--- src/rtl/url_percent_decoder_macros.svh ---
// Assertion helpers for the URL percent decoder.
`ifndef URL_PERCENT_DECODER_MACROS_SVH
`define URL_PERCENT_DECODER_MACROS_SVH

// Same-cycle implication, checked on clk, off while rst_n is low.
`define UPD_ASSERT_SAME(label, ante, cons, msg) \
  label: assert property (@(posedge clk) disable iff (!rst_n) (ante) |-> (cons)) \
    else $error(msg);

// Next-cycle implication, checked on clk, off while rst_n is low.
`define UPD_ASSERT_NEXT(label, ante, cons, msg) \
  label: assert property (@(posedge clk) disable iff (!rst_n) (ante) |=> (cons)) \
    else $error(msg);

`endif

--- src/rtl/upd_pkg.sv ---
package upd_pkg;

  typedef logic [7:0] byte_t;

  localparam byte_t CH_PCT   = 8'h25;  // '%'
  localparam byte_t CH_PLUS  = 8'h2B;  // '+'
  localparam byte_t CH_QUOT  = 8'h22;  // '"'
  localparam byte_t CH_SPACE = 8'h20;

  localparam int unsigned QUOT_LEN = 6;
  localparam byte_t QUOT_ENT [QUOT_LEN] = '{8'h26, 8'h71, 8'h75, 8'h6F, 8'h74, 8'h3B};

  localparam int unsigned BURST_MAX = 8;
  localparam int unsigned BIDX_W    = $clog2(BURST_MAX);
  localparam int unsigned BCNT_W    = $clog2(BURST_MAX + 1);

  typedef logic [BIDX_W-1:0] bidx_t;
  typedef logic [BCNT_W-1:0] bcnt_t;

  typedef enum logic [2:0] {
    MODE_IDLE  = 3'b001,
    MODE_PCT   = 3'b010,
    MODE_DIGIT = 3'b100
  } mode_t;

  typedef struct packed {
    logic [7:0] in_byte;
    logic       in_last;
  } in_item_t;

  typedef struct packed {
    logic [7:0] out_byte;
    logic       run_end;
    logic       string_end;
  } out_item_t;

  function automatic logic is_hex(input byte_t c);
    return (c >= 8'h30 && c <= 8'h39) || (c >= 8'h41 && c <= 8'h46) ||
           (c >= 8'h61 && c <= 8'h66);
  endfunction

  // valid only for hex digits; letters have bit 6 set, low nibble 1..6
  function automatic logic [3:0] hex_val(input byte_t c);
    return c[6] ? (c[3:0] + 4'd9) : c[3:0];
  endfunction

endpackage

--- src/rtl/upd_stream_if.sv ---
interface upd_stream_if #(
  parameter type payload_t = logic
);
  logic     valid;
  logic     ready;
  payload_t data;

  modport source (output valid, output data, input ready);
  modport sink (input valid, input data, output ready);
endinterface

--- src/rtl/url_percent_decoder.sv ---
// Channel   Dir  Payload                            Transfer
// in_s      in   in_byte[7:0], in_last              valid & ready
// out_s     out  out_byte[7:0], run_end, string_end valid & ready
// cfg_s     in   escape_quotes (1 bit)              valid & ready, always ready
//
// An input byte is decoded in the cycle it is taken and its 0..8 result
// bytes land in a burst register, which drains one byte per cycle on out_s
// while out_s is ready. The next byte is taken in the same cycle as the
// last transfer of the previous burst, so plain bytes stream at one per
// cycle while out_s is ready. An item with no result leaves the burst empty.
// Reset (rst_n low at a clock edge) empties the burst and clears the decode
// state and escape_quotes. A stalled out_s holds the burst and backs up in_s.
`include "url_percent_decoder_macros.svh"

module url_percent_decoder
  import upd_pkg::*;
(
  input logic          clk,
  input logic          rst_n,
  upd_stream_if.sink   in_s,
  upd_stream_if.source out_s,
  upd_stream_if.sink   cfg_s
);

  // burst register: bytes, bytes left, read pointer, string-end tag
  byte_t  buf_r [BURST_MAX];
  bcnt_t  rem_r;
  bidx_t  idx_r;
  logic   strend_r;

  // decode state
  mode_t  mode_r, mode_nxt, mode_a;
  byte_t  held_r, held_nxt, held_a;
  logic   esc_r;

  logic   in_fire, out_fire;
  byte_t  b;
  logic   b_hex;

  // output slots in order: '%' prefix, held digit, value, '%' suffix, held digit
  logic   pre_pct, pre_held, val_en, suf_pct, suf_held;
  byte_t  val_byte;
  byte_t  bst [BURST_MAX];
  bcnt_t  bcnt;

  assign b     = in_s.data.in_byte;
  assign b_hex = is_hex(b);

  assign in_s.ready  = (rem_r == '0) || (out_s.ready && rem_r == bcnt_t'(1));
  assign in_fire     = in_s.valid && in_s.ready;
  assign out_s.valid = (rem_r != '0);
  assign out_fire    = out_s.valid && out_s.ready;

  assign out_s.data.out_byte   = buf_r[idx_r];
  assign out_s.data.run_end    = (rem_r == bcnt_t'(1));
  assign out_s.data.string_end = strend_r;

  assign cfg_s.ready = 1'b1;

  // decode step
  always_comb begin
    mode_a   = mode_r;
    held_a   = held_r;
    pre_pct  = 1'b0;
    pre_held = 1'b0;
    val_en   = 1'b0;
    val_byte = b;

    unique case (mode_r)
      MODE_PCT: begin
        if (b_hex) begin
          mode_a = MODE_DIGIT;
          held_a = b;
        end else begin
          pre_pct = 1'b1;
          mode_a  = MODE_IDLE;
        end
      end
      MODE_DIGIT: begin
        held_a = '0;
        mode_a = MODE_IDLE;
        if (b_hex) begin
          val_en   = 1'b1;
          val_byte = {hex_val(held_r), hex_val(b)};
        end else begin
          pre_pct  = 1'b1;
          pre_held = 1'b1;  // held byte is a hex digit, never '+' or '"'
        end
      end
      default: begin
        mode_a = MODE_IDLE;
      end
    endcase

    // plain byte path: idle, or a broken sequence falls back to it
    if (mode_a == MODE_IDLE && !val_en) begin
      if (b == CH_PCT) begin
        mode_a = MODE_PCT;
      end else begin
        val_en   = 1'b1;
        val_byte = (b == CH_PLUS) ? CH_SPACE : b;
      end
    end

    // end of string flushes whatever is still pending
    suf_pct  = in_s.data.in_last && (mode_a != MODE_IDLE);
    suf_held = in_s.data.in_last && (mode_a == MODE_DIGIT);
    if (in_s.data.in_last) begin
      mode_nxt = MODE_IDLE;
      held_nxt = '0;
    end else begin
      mode_nxt = mode_a;
      held_nxt = held_a;
    end
  end

  // pack the slots into the burst
  always_comb begin
    bcnt = '0;
    for (int i = 0; i < BURST_MAX; i++) begin
      bst[i] = '0;
    end
    if (pre_pct) begin
      bst[bcnt[BIDX_W-1:0]] = CH_PCT;
      bcnt = bcnt + bcnt_t'(1);
    end
    if (pre_held) begin
      bst[bcnt[BIDX_W-1:0]] = held_r;
      bcnt = bcnt + bcnt_t'(1);
    end
    if (val_en) begin
      if (esc_r && val_byte == CH_QUOT) begin
        for (int k = 0; k < QUOT_LEN; k++) begin
          bst[bcnt[BIDX_W-1:0] + bidx_t'(k)] = QUOT_ENT[k];
        end
        bcnt = bcnt + bcnt_t'(QUOT_LEN);
      end else begin
        bst[bcnt[BIDX_W-1:0]] = val_byte;
        bcnt = bcnt + bcnt_t'(1);
      end
    end
    if (suf_pct) begin
      bst[bcnt[BIDX_W-1:0]] = CH_PCT;
      bcnt = bcnt + bcnt_t'(1);
    end
    if (suf_held) begin
      bst[bcnt[BIDX_W-1:0]] = held_a;
      bcnt = bcnt + bcnt_t'(1);
    end
  end

  // control state
  always_ff @(posedge clk) begin
    if (!rst_n) begin
      rem_r  <= '0;
      idx_r  <= '0;
      mode_r <= MODE_IDLE;
      held_r <= '0;
      esc_r  <= 1'b0;
    end else begin
      if (cfg_s.valid) begin
        esc_r <= cfg_s.data;
      end
      if (in_fire) begin
        rem_r  <= bcnt;
        idx_r  <= '0;
        mode_r <= mode_nxt;
        held_r <= held_nxt;
      end else if (out_fire) begin
        rem_r <= rem_r - bcnt_t'(1);
        idx_r <= idx_r + bidx_t'(1);
      end
    end
  end

  // burst payload
  always_ff @(posedge clk) begin
    if (in_fire) begin
      buf_r    <= bst;
      strend_r <= in_s.data.in_last;
    end
  end

  // a new burst only overwrites an empty or just-finished one
  `UPD_ASSERT_SAME(a_no_overwrite, in_fire, rem_r == '0 || (rem_r == bcnt_t'(1) && out_s.ready), "burst overwritten before drained")
  // held digit is only meaningful while a digit is pending
  `UPD_ASSERT_SAME(a_held_clear, mode_r != MODE_DIGIT, held_r == '0, "stale held digit")
  // end of string leaves nothing pending
  `UPD_ASSERT_NEXT(a_flush_on_last, in_fire && in_s.data.in_last, mode_r == MODE_IDLE, "sequence pending after last byte")
  // burst never exceeds the buffer
  `UPD_ASSERT_SAME(a_burst_bound, in_fire, bcnt <= bcnt_t'(BURST_MAX), "burst too long")

endmodule

--- src/flat_wrapper.sv ---
// flat-port wrapper written by rule: the top's interface ports become plain ports
module url_percent_decoder_flat import upd_pkg::*;
  (clk, rst_n, in_s_valid, in_s_data, in_s_ready, out_s_valid, out_s_data, out_s_ready, cfg_s_valid, cfg_s_data, cfg_s_ready);
  upd_stream_if #(.payload_t(in_item_t)) in_s_i ();
  upd_stream_if #(.payload_t(out_item_t)) out_s_i ();
  upd_stream_if #(.payload_t(logic)) cfg_s_i ();
  input logic clk;
  input logic rst_n;
  input wire logic [$bits(in_s_i.valid)-1:0] in_s_valid;
  input wire logic [$bits(in_s_i.data)-1:0] in_s_data;
  output wire logic [$bits(in_s_i.ready)-1:0] in_s_ready;
  output wire logic [$bits(out_s_i.valid)-1:0] out_s_valid;
  output wire logic [$bits(out_s_i.data)-1:0] out_s_data;
  input wire logic [$bits(out_s_i.ready)-1:0] out_s_ready;
  input wire logic [$bits(cfg_s_i.valid)-1:0] cfg_s_valid;
  input wire logic [$bits(cfg_s_i.data)-1:0] cfg_s_data;
  output wire logic [$bits(cfg_s_i.ready)-1:0] cfg_s_ready;
  assign in_s_i.valid = in_s_valid;
  assign in_s_i.data = in_s_data;
  assign in_s_ready = in_s_i.ready;
  assign out_s_valid = out_s_i.valid;
  assign out_s_data = out_s_i.data;
  assign out_s_i.ready = out_s_ready;
  assign cfg_s_i.valid = cfg_s_valid;
  assign cfg_s_i.data = cfg_s_data;
  assign cfg_s_ready = cfg_s_i.ready;
  url_percent_decoder u_core (.clk(clk), .rst_n(rst_n), .in_s(in_s_i), .out_s(out_s_i), .cfg_s(cfg_s_i));
endmodule
--- config.mk ---
export PLATFORM = sky130hd
export DESIGN_NAME = url_percent_decoder_flat
export DESIGN_NICKNAME = d
export VERILOG_FILES = /design/src/rtl/upd_pkg.sv /design/src/rtl/upd_stream_if.sv /design/src/rtl/url_percent_decoder.sv /design/src/flat_wrapper.sv
export VERILOG_INCLUDE_DIRS = /design/src /design/src/rtl
export SDC_FILE = /design/constraint.sdc
export NUM_CORES = 1
export LEC_CHECK = 0
export BUFFER_PORTS_ARGS = -buffer_cell sky130_fd_sc_hd__buf_2
export CAP_MARGIN = 0
export CORE_MARGIN = 4
export CORE_UTILIZATION = 60
export CTS_BUF_LIST = sky130_fd_sc_hd__clkbuf_4 sky130_fd_sc_hd__clkbuf_8
export DETAILED_ROUTE_END_ITERATION = 8
export HOLD_SLACK_MARGIN = 0.15
export PLACE_DENSITY_LB_ADDON = 0.12
export SETUP_SLACK_MARGIN = 0.02
export SLEW_MARGIN = 15
export SYNTH_ARGS = -nofsm -noshare
export SYNTH_HDL_FRONTEND = slang
export SYNTH_SLANG_ARGS = --single-unit
--- constraint.sdc ---
create_clock -name clk -period 12.3 [get_ports clk]
set_clock_uncertainty 0.15 [all_clocks]
set_input_delay 2.46 -clock clk [delete_from_list [all_inputs] [get_ports clk]]
set_output_delay 2.46 -clock clk [all_outputs]
set_load 0.05 [all_outputs]
==> results of run 1 <==
-- kinds of logic after synthesis --
| group | after synthesis | share of synthesized area [%] |
|---|---|---|
| buffers and inverters | 58 | 4.30 |
| XOR/XNOR | 9 | 1.42 |
| multiplexers | 34 | 10.0 |
| flip-flops | 84 | 42.0 |
| AO/OA/AOI/OAI | 171 | 21.1 |
| other | 2 | 0.135 |
| AND/OR/NAND/NOR | 183 | 17.3 |
| adder cells (fa/ha/maj) | 17 | 3.83 |
-- power groups by stage --
| stage | combinational (mW) | sequential, mW | clock (mW) |
|---|---|---|---|
| final | 0.289 | 0.448 | 0.228 |
| after global routing | 0.310 | 0.460 | 0.242 |
| after CTS | 0.292 | 0.450 | 0.231 |
| after detailed placement | 0.291 | 0.456 | 0 |
| after global placement | 0.283 | 0.448 | 0 |
| after floorplan | 0.247 | 0.427 | 0 |
-- how the worst min path moves through the flow --
stage / to / slack (ps) / depth (start not counted)
floorplan: u_core.held_r[7]$_SDFFE_PN0P_ / 290 / 1
global placement: u_core.held_r[7]$_SDFFE_PN0P_ / 330 / 1
detailed placement: u_core.held_r[7]$_SDFFE_PN0P_ / 340 / 1
CTS: u_core.held_r[7]$_SDFFE_PN0P_ / 350 / 1
global route: u_core.held_r[7]$_SDFFE_PN0P_ / 370 / 1
finish: u_core.held_r[7]$_SDFFE_PN0P_ / 340 / 1
-- state kept, by name, summed over array words and instances, names as in the netlist --
name             cells
u_core.mode_r        3
u_core.rem_r         4
u_core.buf_r        64
u_core.held_r        8
u_core.strend_r      1
u_core.idx_r         3
u_core.esc_r         1
-- per-layer routing --
layer  global-route usage (%)  wire length [um]  vias up
li1                         -                 -     2171
met1                     41.2              6430     2271
met2                     49.0              7730      303
met3                     5.15              1480       72
met4                     13.9               911        0
met5                        0                 0        -
-- cells in the final DEF (no fill, tap or decap), types with 5 or more instances in the layout --
cell and count:
o41ai_1 6, dfxtp_1 18, nand3_1 14, nand2_1 52
mux4_2 16, buf_2 26, or4_1 6, a31oi_1 5
o21ai_1 6, o31ai_1 7, a22oi_1 9, inv_1 19
nand3b_1 7, xnor2_1 5, conb_1 5, a22o_1 7
nand2b_1 6, nor3b_1 5, ha_1 17, mux2i_1 9
mux2_2 8, nor2_1 40, clkbuf_8 9, o22ai_1 9
edfxtp_1 65, buf_4 5, o21ai_0 45, a21oi_1 26
a211oi_1 5, nor3_1 14, nand4_1 6
-- through the flow --
stage                     setup slack (ps)  util, %  instances  power, mW
after floorplan                       5310        -        561      0.675
after global routing                  4150     67.2        680       1.01
after detailed placement              4250     64.6        664      0.747
after CTS                             4630     67.2        680      0.973
after global placement                4540     64.6        664      0.731
final                                 4520     67.2        680      0.966
-- final cells by class --
type	instances	area, sq um
fillers	692	2910
inverters	22	82.6
flip-flops and latches	84	2330
clock buffers	9	124
multi-input cells	419	3000
clock inverters	7	105
well taps	108	135
repair buffers	31	168
-- worst max-delay path, cell delays in order --
cell,delay (ps)
buf_2,150
inv_1,90
ha_1,200
nor3b_1,160
o31a_1,400
nor3_1,540
nand2b_1,340
ha_1,720
ha_1,370
o21ai_0,360
ha_1,320
nand2_1,90
and3_1,380
inv_1,270
or3_1,560
mux2_4,330
==> impl_metrics.ini, run 1 <==
[route]
wl_per_cell_um = 24.3
antenna_left = 0
wirelength_um = 16500
drc = 0
via_per_inst = 7.08
drtIter0Drc = 598
firstDrtPassIters = 5
via_count = 4817

[die]
io_pins = 28
dieWidth_um = 104
core.rowCount = 34
fp.coreArea_sq_um = 8850
start_util_pct = 62.8
fp.dieArea_sq_um = 10900
die_h_um = 104

[finish]
drive_gt1_share_pct = 17.1
nets = 599
syn2layout_area_growth_pct = 6.98
n_antenna_cell = 0
fin_area_sq_um = 5940

[timing]
setup_viol = 0
relSlewSlack_pct = 21.7
tns_ps = 0
hold_violations = 0
max_freq_ghz = 0.129
slew_violations = 0
fin_crit_sh_pct = 63.2
fin_crit_ps = 7780
worst_pin_slew_ps = 1170
grt_setup_unrepaired = false
whs_ps = 342

[synthesis]
yosysMostFrequentCell = edfxtp_1
avgSynthCellArea_sq_um = 9.96
synth-seq-area-share_pct = 42.0
synth_cell_types = 80
synth_seq_cells = 84
yosys_warnings = 0
yosys.area.top_type = edfxtp_1
synth_area_leaders = edfxtp_1 35%, dfxtp_1 6.8%, mux4_2 6.5%
synth_area_sq_um = 5560
yosysTopAreaCellShare_pct = 35.1
synth_enable_flop_cells = 65
netlist_instances = 558
synthArstFlopShare_pct = 0
ys.flop_type = edfxtp_1
synthTopCellsByCount = 65 x edfxtp_1, 52 x nand2_1, 45 x o21ai_0, 40 x nor2_1, 26 x a21oi_1

[clocking]
worst_skew_pair.late_latency_ps = 360
post-cts-setup-buffers = 0
cts_tree = built
cts-hold-fix-buffers = 0
cts_num_sinks = 84
post_cts_resized = 0
cts_made_buffers = 9
cts_root_buffer = clkbuf_8
cts_max_level = 3
path_clk_slew_ps = 100
cts_buffer_depth = 2

[worst_hold_path]
hp-class = reg -> reg
holdCritStartpoint = u_core.held_r[7]$_SDFFE_PN0P_

[worst_setup_path]
crit_path_end_kind = register
critPathRequiredTime_ps = 12270
reg2reg_setup_slack_ps = 6670
crit_path_start_kind = input pin
worstRegToRegCells = 15
path_class = in -> reg
cp-endpoint = u_core.buf_r[61]$_DFFE_PP_
critical_path_arrival_ps = 7740
r2r-end = u_core.buf_r[61]$_DFFE_PP_
crit_start = in_s_data[1]
r2r_start = u_core.held_r[0]$_SDFFE_PN0P_
crit_fanout = 25

[grt]
antenna_found_initial = 0
grt_start_max_net_pins = 71
grt_pass1_vias = 4585
grt-ovfl-total = 0
grt_use_total_pct = 30.7
grt_pass1_wl_um = 26100

[pwr]
switchingPower_mw = 0.335
pwr-share-comb_pct = 30.0
clkPwrFrac_pct = 23.6
vdd_ir_drop_max_mv = 0.107
swShare_pct = 34.7
seqPwrFrac_pct = 46.4
p_leak_nw = 2.15
power.density_nw_per_um2 = 162
p_int_mw = 0.630

[placement]
dpl.hpwl_um = 12200
io_buffer_count = 26
gp_congestion = 1.04
placed_area_sq_um = 5710

[flow_run]
cap_violations = 0

[run_status]
outcome = finished, final reports clean
(Power assumes the default switching activity.)
==> run 2: changes to the inputs <==
==> constraint.sdc (replaced) <==
create_clock -name clk -period 7.7 [get_ports clk]
set_clock_uncertainty 0.15 [all_clocks]
set_input_delay 1.54 -clock clk [delete_from_list [all_inputs] [get_ports clk]]
set_output_delay 1.54 -clock clk [all_outputs]
set_load 0.05 [all_outputs]
==> impl_metrics.ini, run 2 (synthesis results as in run 1) <==
[finish]
top_regs = u_core.buf_r x64, u_core.held_r x8, u_core.rem_r x4
nets = 601
syn2layout_area_growth_pct = 6.60
drive_gt1_share_pct = 17.4
regMostFlops = u_core.buf_r
fillers = 705
post-route-util_pct = 66.9
n_antenna_cell = 0
fin_area_sq_um = 5920
layout_common_cells = 65 x edfxtp_1, 52 x nand2_1, 45 x o21ai_0
final_common_cell = edfxtp_1
largest_register_ff_count = 64

[timing]
fin_crit_ps = 6530
slew_violations = 0
max_freq_ghz = 0.153
worst_pin_slew_ps = 1180
whs_ps = 367
relSlewSlack_pct = 21.3
grt_setup_unrepaired = false
fin_crit_sh_pct = 84.8
hold_violations = 0
tns_ps = 0
setup_viol = 0

[clocking]
post_cts_resized = 0
cts_root_buffer = clkbuf_8
post-cts-setup-buffers = 0
worst_skew_pair.late_latency_ps = 360
cts-hold-fix-buffers = 0
cts_made_buffers = 9
cts_num_sinks = 84
path_clk_slew_ps = 90
cts_tree = built
cts_max_level = 3
cts_buffer_depth = 2

[grt]
grt_use_total_pct = 31.7
grt_pass1_vias = 4737
antenna_found_initial = 2
grt_pass1_wl_um = 26600
grt-ovfl-total = 0
grt_start_max_net_pins = 71

[flow_run]
cap_violations = 0

[placement]
gp_congestion = 1.03
dpl.hpwl_um = 12600
placed_area_sq_um = 5730
io_buffer_count = 26

[pwr]
finalPower_mw = 1.48
power.density_nw_per_um2 = 250
p_leak_nw = 2.13
vdd_ir_drop_max_mv = 0.163

[route]
wirelength_um = 17100
drc = 0
antenna_left = 0
drtIter0Drc = 589
firstDrtPassIters = 5
via_per_inst = 7.20
wl_per_cell_um = 25.1
via_count = 4910

[worst_setup_path]
reg2reg_setup_slack_ps = 2180
crit_start = in_s_data[2]
r2r-end = u_core.buf_r[61]$_DFFE_PP_
crit_path_end_kind = register
critical_path_arrival_ps = 6500
crit_fanout = 18
critPathRequiredTime_ps = 7670
cp-endpoint = u_core.buf_r[61]$_DFFE_PP_
crit_path_start_kind = input pin
path_class = in -> reg
worstRegToRegCells = 15
r2r_start = u_core.held_r[0]$_SDFFE_PN0P_

[die]
io_pins = 28
core.rowCount = 34
dieWidth_um = 104
fp.coreArea_sq_um = 8850
fp.dieArea_sq_um = 10900
die_h_um = 104
start_util_pct = 62.8

[worst_hold_path]
hp-class = reg -> reg

[run_status]
outcome = finished, final reports clean
run 2: changes by cell type in the layout (fill, tap and decap cells not counted):
cell | before | now
clkinv_2 | 1 | 0
clkinv_4 | 0 | 1
clkinvlp_4 | 0 | 2
buf_4 | 5 | 7
clkinv_8 | 0 | 1
inv_8 | 2 | 1
bufinv_16 | 2 | 0
run 2: final cells by class:
type	count	area (sq um)	area share, %
Clock buffer	9	124	2.09
Clock inverter	7	68.8	1.16
Inverter	22	82.6	1.39
Multi-Input combinational cell	419	3000	50.6
Sequential cell	84	2330	39.4
Tap cell	108	135	2.28
Timing Repair Buffer	33	183	3.08
run 2: per-stage QoR:
| step | setup slack, ps | instances |
|---|---|---|
| 2_1_floorplan | 1630 | 561 |
| 3_3_place_gp | 1100 | 666 |
| 3_5_place_dp | 927 | 666 |
| 4_1_cts | 1300 | 682 |
| 5_1_grt | 849 | 682 |
| 6_report | 1170 | 682 |
run 2: report_power, final:
group | leakage (nW) | internal, mW | switching (mW)
Clock | 0.0911 | 0.125 | 0.181
Sequential | 0.785 | 0.647 | 0.0650
Combinational | 1.25 | 0.171 | 0.294
run 2: critical path: stages:
cell and delay, ps:
buf_2 140, inv_1 70, ha_1 210, nor3b_1 330
o31a_1 410, nor3_1 180, or2_2 370, inv_1 320
ha_1 680, a211oi_1 90, a31o_2 250, ha_1 300
nand2_1 90, and3_1 360, inv_1 250, or3_1 570
mux2_4 340
run 2: worst min path at each step:
stage / start / slack (ps) / cells past startpoint / endpoint
after floorplan: u_core.held_r[7]$_SDFFE_PN0P_ / 290 / 1 / u_core.held_r[7]$_SDFFE_PN0P_
after global placement: u_core.held_r[7]$_SDFFE_PN0P_ / 330 / 1 / u_core.held_r[7]$_SDFFE_PN0P_
after detailed placement: u_core.held_r[7]$_SDFFE_PN0P_ / 330 / 1 / u_core.held_r[7]$_SDFFE_PN0P_
after CTS: u_core.held_r[7]$_SDFFE_PN0P_ / 340 / 1 / u_core.held_r[7]$_SDFFE_PN0P_
after global routing: u_core.held_r[7]$_SDFFE_PN0P_ / 360 / 1 / u_core.held_r[7]$_SDFFE_PN0P_
final: u_core.held_r[7]$_SDFFE_PN0P_ / 370 / 1 / u_core.held_r[7]$_SDFFE_PN0P_
run 2: layer usage:
layer	vias to the layer above	global-route usage (%)	share of wire, %
li1	2172	-	-
met1	2316	40.3	38
met2	334	49.0	46
met3	84	8.69	11
met4	4	17.4	5.7
met5	-	0	0.16
==> run 3: changes to the inputs <==
==> constraint.sdc (replaced) <==
create_clock -name clk -period 6.3 [get_ports clk]
set_clock_uncertainty 0.15 [all_clocks]
set_input_delay 1.26 -clock clk [delete_from_list [all_inputs] [get_ports clk]]
set_output_delay 1.26 -clock clk [all_outputs]
set_load 0.05 [all_outputs]
==> impl_metrics.ini, run 3 (synthesis results as in run 1) <==
[placement]
io_buffer_count = 26
placed_area_sq_um = 5810
dpl.hpwl_um = 13000
gp_congestion = 1.00
dp_slack_ps = 343
place_inst = 677

[clocking]
path_clk_slew_ps = 100
worst_skew_pair.late_latency_ps = 360
cts_max_level = 3
cts_buffer_depth = 2
cts_num_sinks = 84
cts_root_buffer = clkbuf_8
cts_made_buffers = 9
cts_tree = built
cts-hold-fix-buffers = 0
post_cts_resized = 0
post-cts-setup-buffers = 0

[grt]
grt_pass1_vias = 4618
grt-ovfl-total = 0
grt_start_max_net_pins = 71
grt_pass1_wl_um = 26700
antenna_found_initial = 0
grt_use_total_pct = 31.7

[finish]
drive_gt1_share_pct = 19.0
layout_common_cells = 65 x edfxtp_1, 52 x nand2_1, 45 x o21ai_0
final_common_cell = edfxtp_1
nets = 612
regMostFlops = u_core.buf_r
post-route-util_pct = 68.1
fin_area_sq_um = 6020
n_antenna_cell = 0
fin_cells = 693
largest_register_ff_count = 64
top_regs = u_core.buf_r x64, u_core.held_r x8, u_core.rem_r x4
syn2layout_area_growth_pct = 8.45

[timing]
fin_crit_ps = 5730
relSlewSlack_pct = 16.8
grt_setup_unrepaired = false
hold_violations = 0
max_freq_ghz = 0.175
tns_ps = 0
fin_crit_sh_pct = 90.9
setup_viol = 0
whs_ps = 332
worst_pin_slew_ps = 1250
slew_violations = 0
layout_setup_ws_ps = 571

[die]
fp.dieArea_sq_um = 10900
fp.coreArea_sq_um = 8850
core.rowCount = 34
dieWidth_um = 104
io_pins = 28
die_h_um = 104
start_util_pct = 62.8

[worst_setup_path]
crit_path_cell_trace = buf_2 -> inv_1 -> ha_1 -> nor3b_1 -> o31a_1 -> nor3_1 -> nand2b_1 -> inv_1 -> ha_1 -> buf_4 -> buf_4 -> inv_1 -> nand4_1 -> and2_2 -> o31ai_4 -> inv_1 -> o41ai_1
crit_path_start_kind = input pin
r2r_start = u_core.held_r[0]$_SDFFE_PN0P_
critical-path-max-stage-delay_ps = 570
path_buf_inv = 7
worstRegToRegCells = 15
path_class = in -> reg
reg2reg_setup_slack_ps = 1480
r2r-end = u_core.buf_r[61]$_DFFE_PP_
cp_top_family = simple AND/OR/NAND/NOR gates
critPathRequiredTime_ps = 6260
critical_path_arrival_ps = 5690
crit_path_end_kind = register
worst_path_most_repeated_cell = inv_1
worst_path_max_delay_cell = o41ai_1
crit_fanout = 9

[route]
wl_per_cell_um = 25.1
via_count = 4940
drc = 0
wirelength_um = 17400
antenna_left = 0
drtIter0Drc = 473
firstDrtPassIters = 7
via_per_inst = 7.13

[pwr]
vdd_ir_drop_max_mv = 0.204
switchingPower_mw = 0.675
seqPwrFrac_pct = 47.1
p_leak_nw = 2.20
pwr-share-comb_pct = 30.7
clkPwrFrac_pct = 22.2
power.density_nw_per_um2 = 310
p_int_mw = 1.19
finalPower_mw = 1.87
swShare_pct = 36.1

[worst_hold_path]
holdCritStartpoint = u_core.held_r[7]$_SDFFE_PN0P_
holdPathEnd = u_core.held_r[7]$_SDFFE_PN0P_
hold_depth = 1
hp-class = reg -> reg

[run_status]
outcome = finished, final reports clean

[flow_run]
cap_violations = 0
run 3: worst max path at each step:
stage,cells after the start,to,startpoint,slack [ps]
final,17,u_core.buf_r[25]$_DFFE_PP_,in_s_data[1],570
after global routing,17,u_core.buf_r[25]$_DFFE_PP_,in_s_data[1],380
after CTS,17,u_core.buf_r[25]$_DFFE_PP_,in_s_data[1],690
after detailed placement,17,u_core.buf_r[25]$_DFFE_PP_,in_s_data[1],340
after global placement,17,u_core.buf_r[25]$_DFFE_PP_,in_s_data[1],550
after floorplan,20,u_core.buf_r[61]$_DFFE_PP_,in_s_data[2],510
run 3: metal layers:
layer	vias to the layer above	routed length, um	track usage, %
li1	2180	-	-
met5	-	0	0
met3	58	1540	5.96
met4	0	726	11.7
met1	2384	6950	42.5
met2	318	8160	51.4
run 3: cell type report:
| type | count | area (sq um) |
|---|---|---|
| timing repair buffer | 44 | 265 |
| tap | 108 | 135 |
| clock inverter | 7 | 88.8 |
| inverter | 22 | 82.6 |
| fill | 723 | 2820 |
| clock buffer | 9 | 124 |
| sequential | 84 | 2330 |
| multi-input combinational | 419 | 3000 |
run 3: worst register-to-register path, delay by kind of cell (launching register included):
kind,cells,cell delay (ps)
fa+ha+maj,3,910
flops,1,430
mux,1,350
compound gates,4,1000
buf+inv,2,240
simple gates,5,1510
run 3: power by group through the flow:
stage | Clock, mW | Combinational [mW] | Sequential, mW
5_1_grt | 0.443 | 0.606 | 0.898
3_3_place_gp | 0 | 0.553 | 0.875
6_report | 0.416 | 0.574 | 0.880
2_1_floorplan | 0 | 0.483 | 0.834
3_5_place_dp | 0 | 0.574 | 0.895
4_1_cts | 0.420 | 0.576 | 0.882
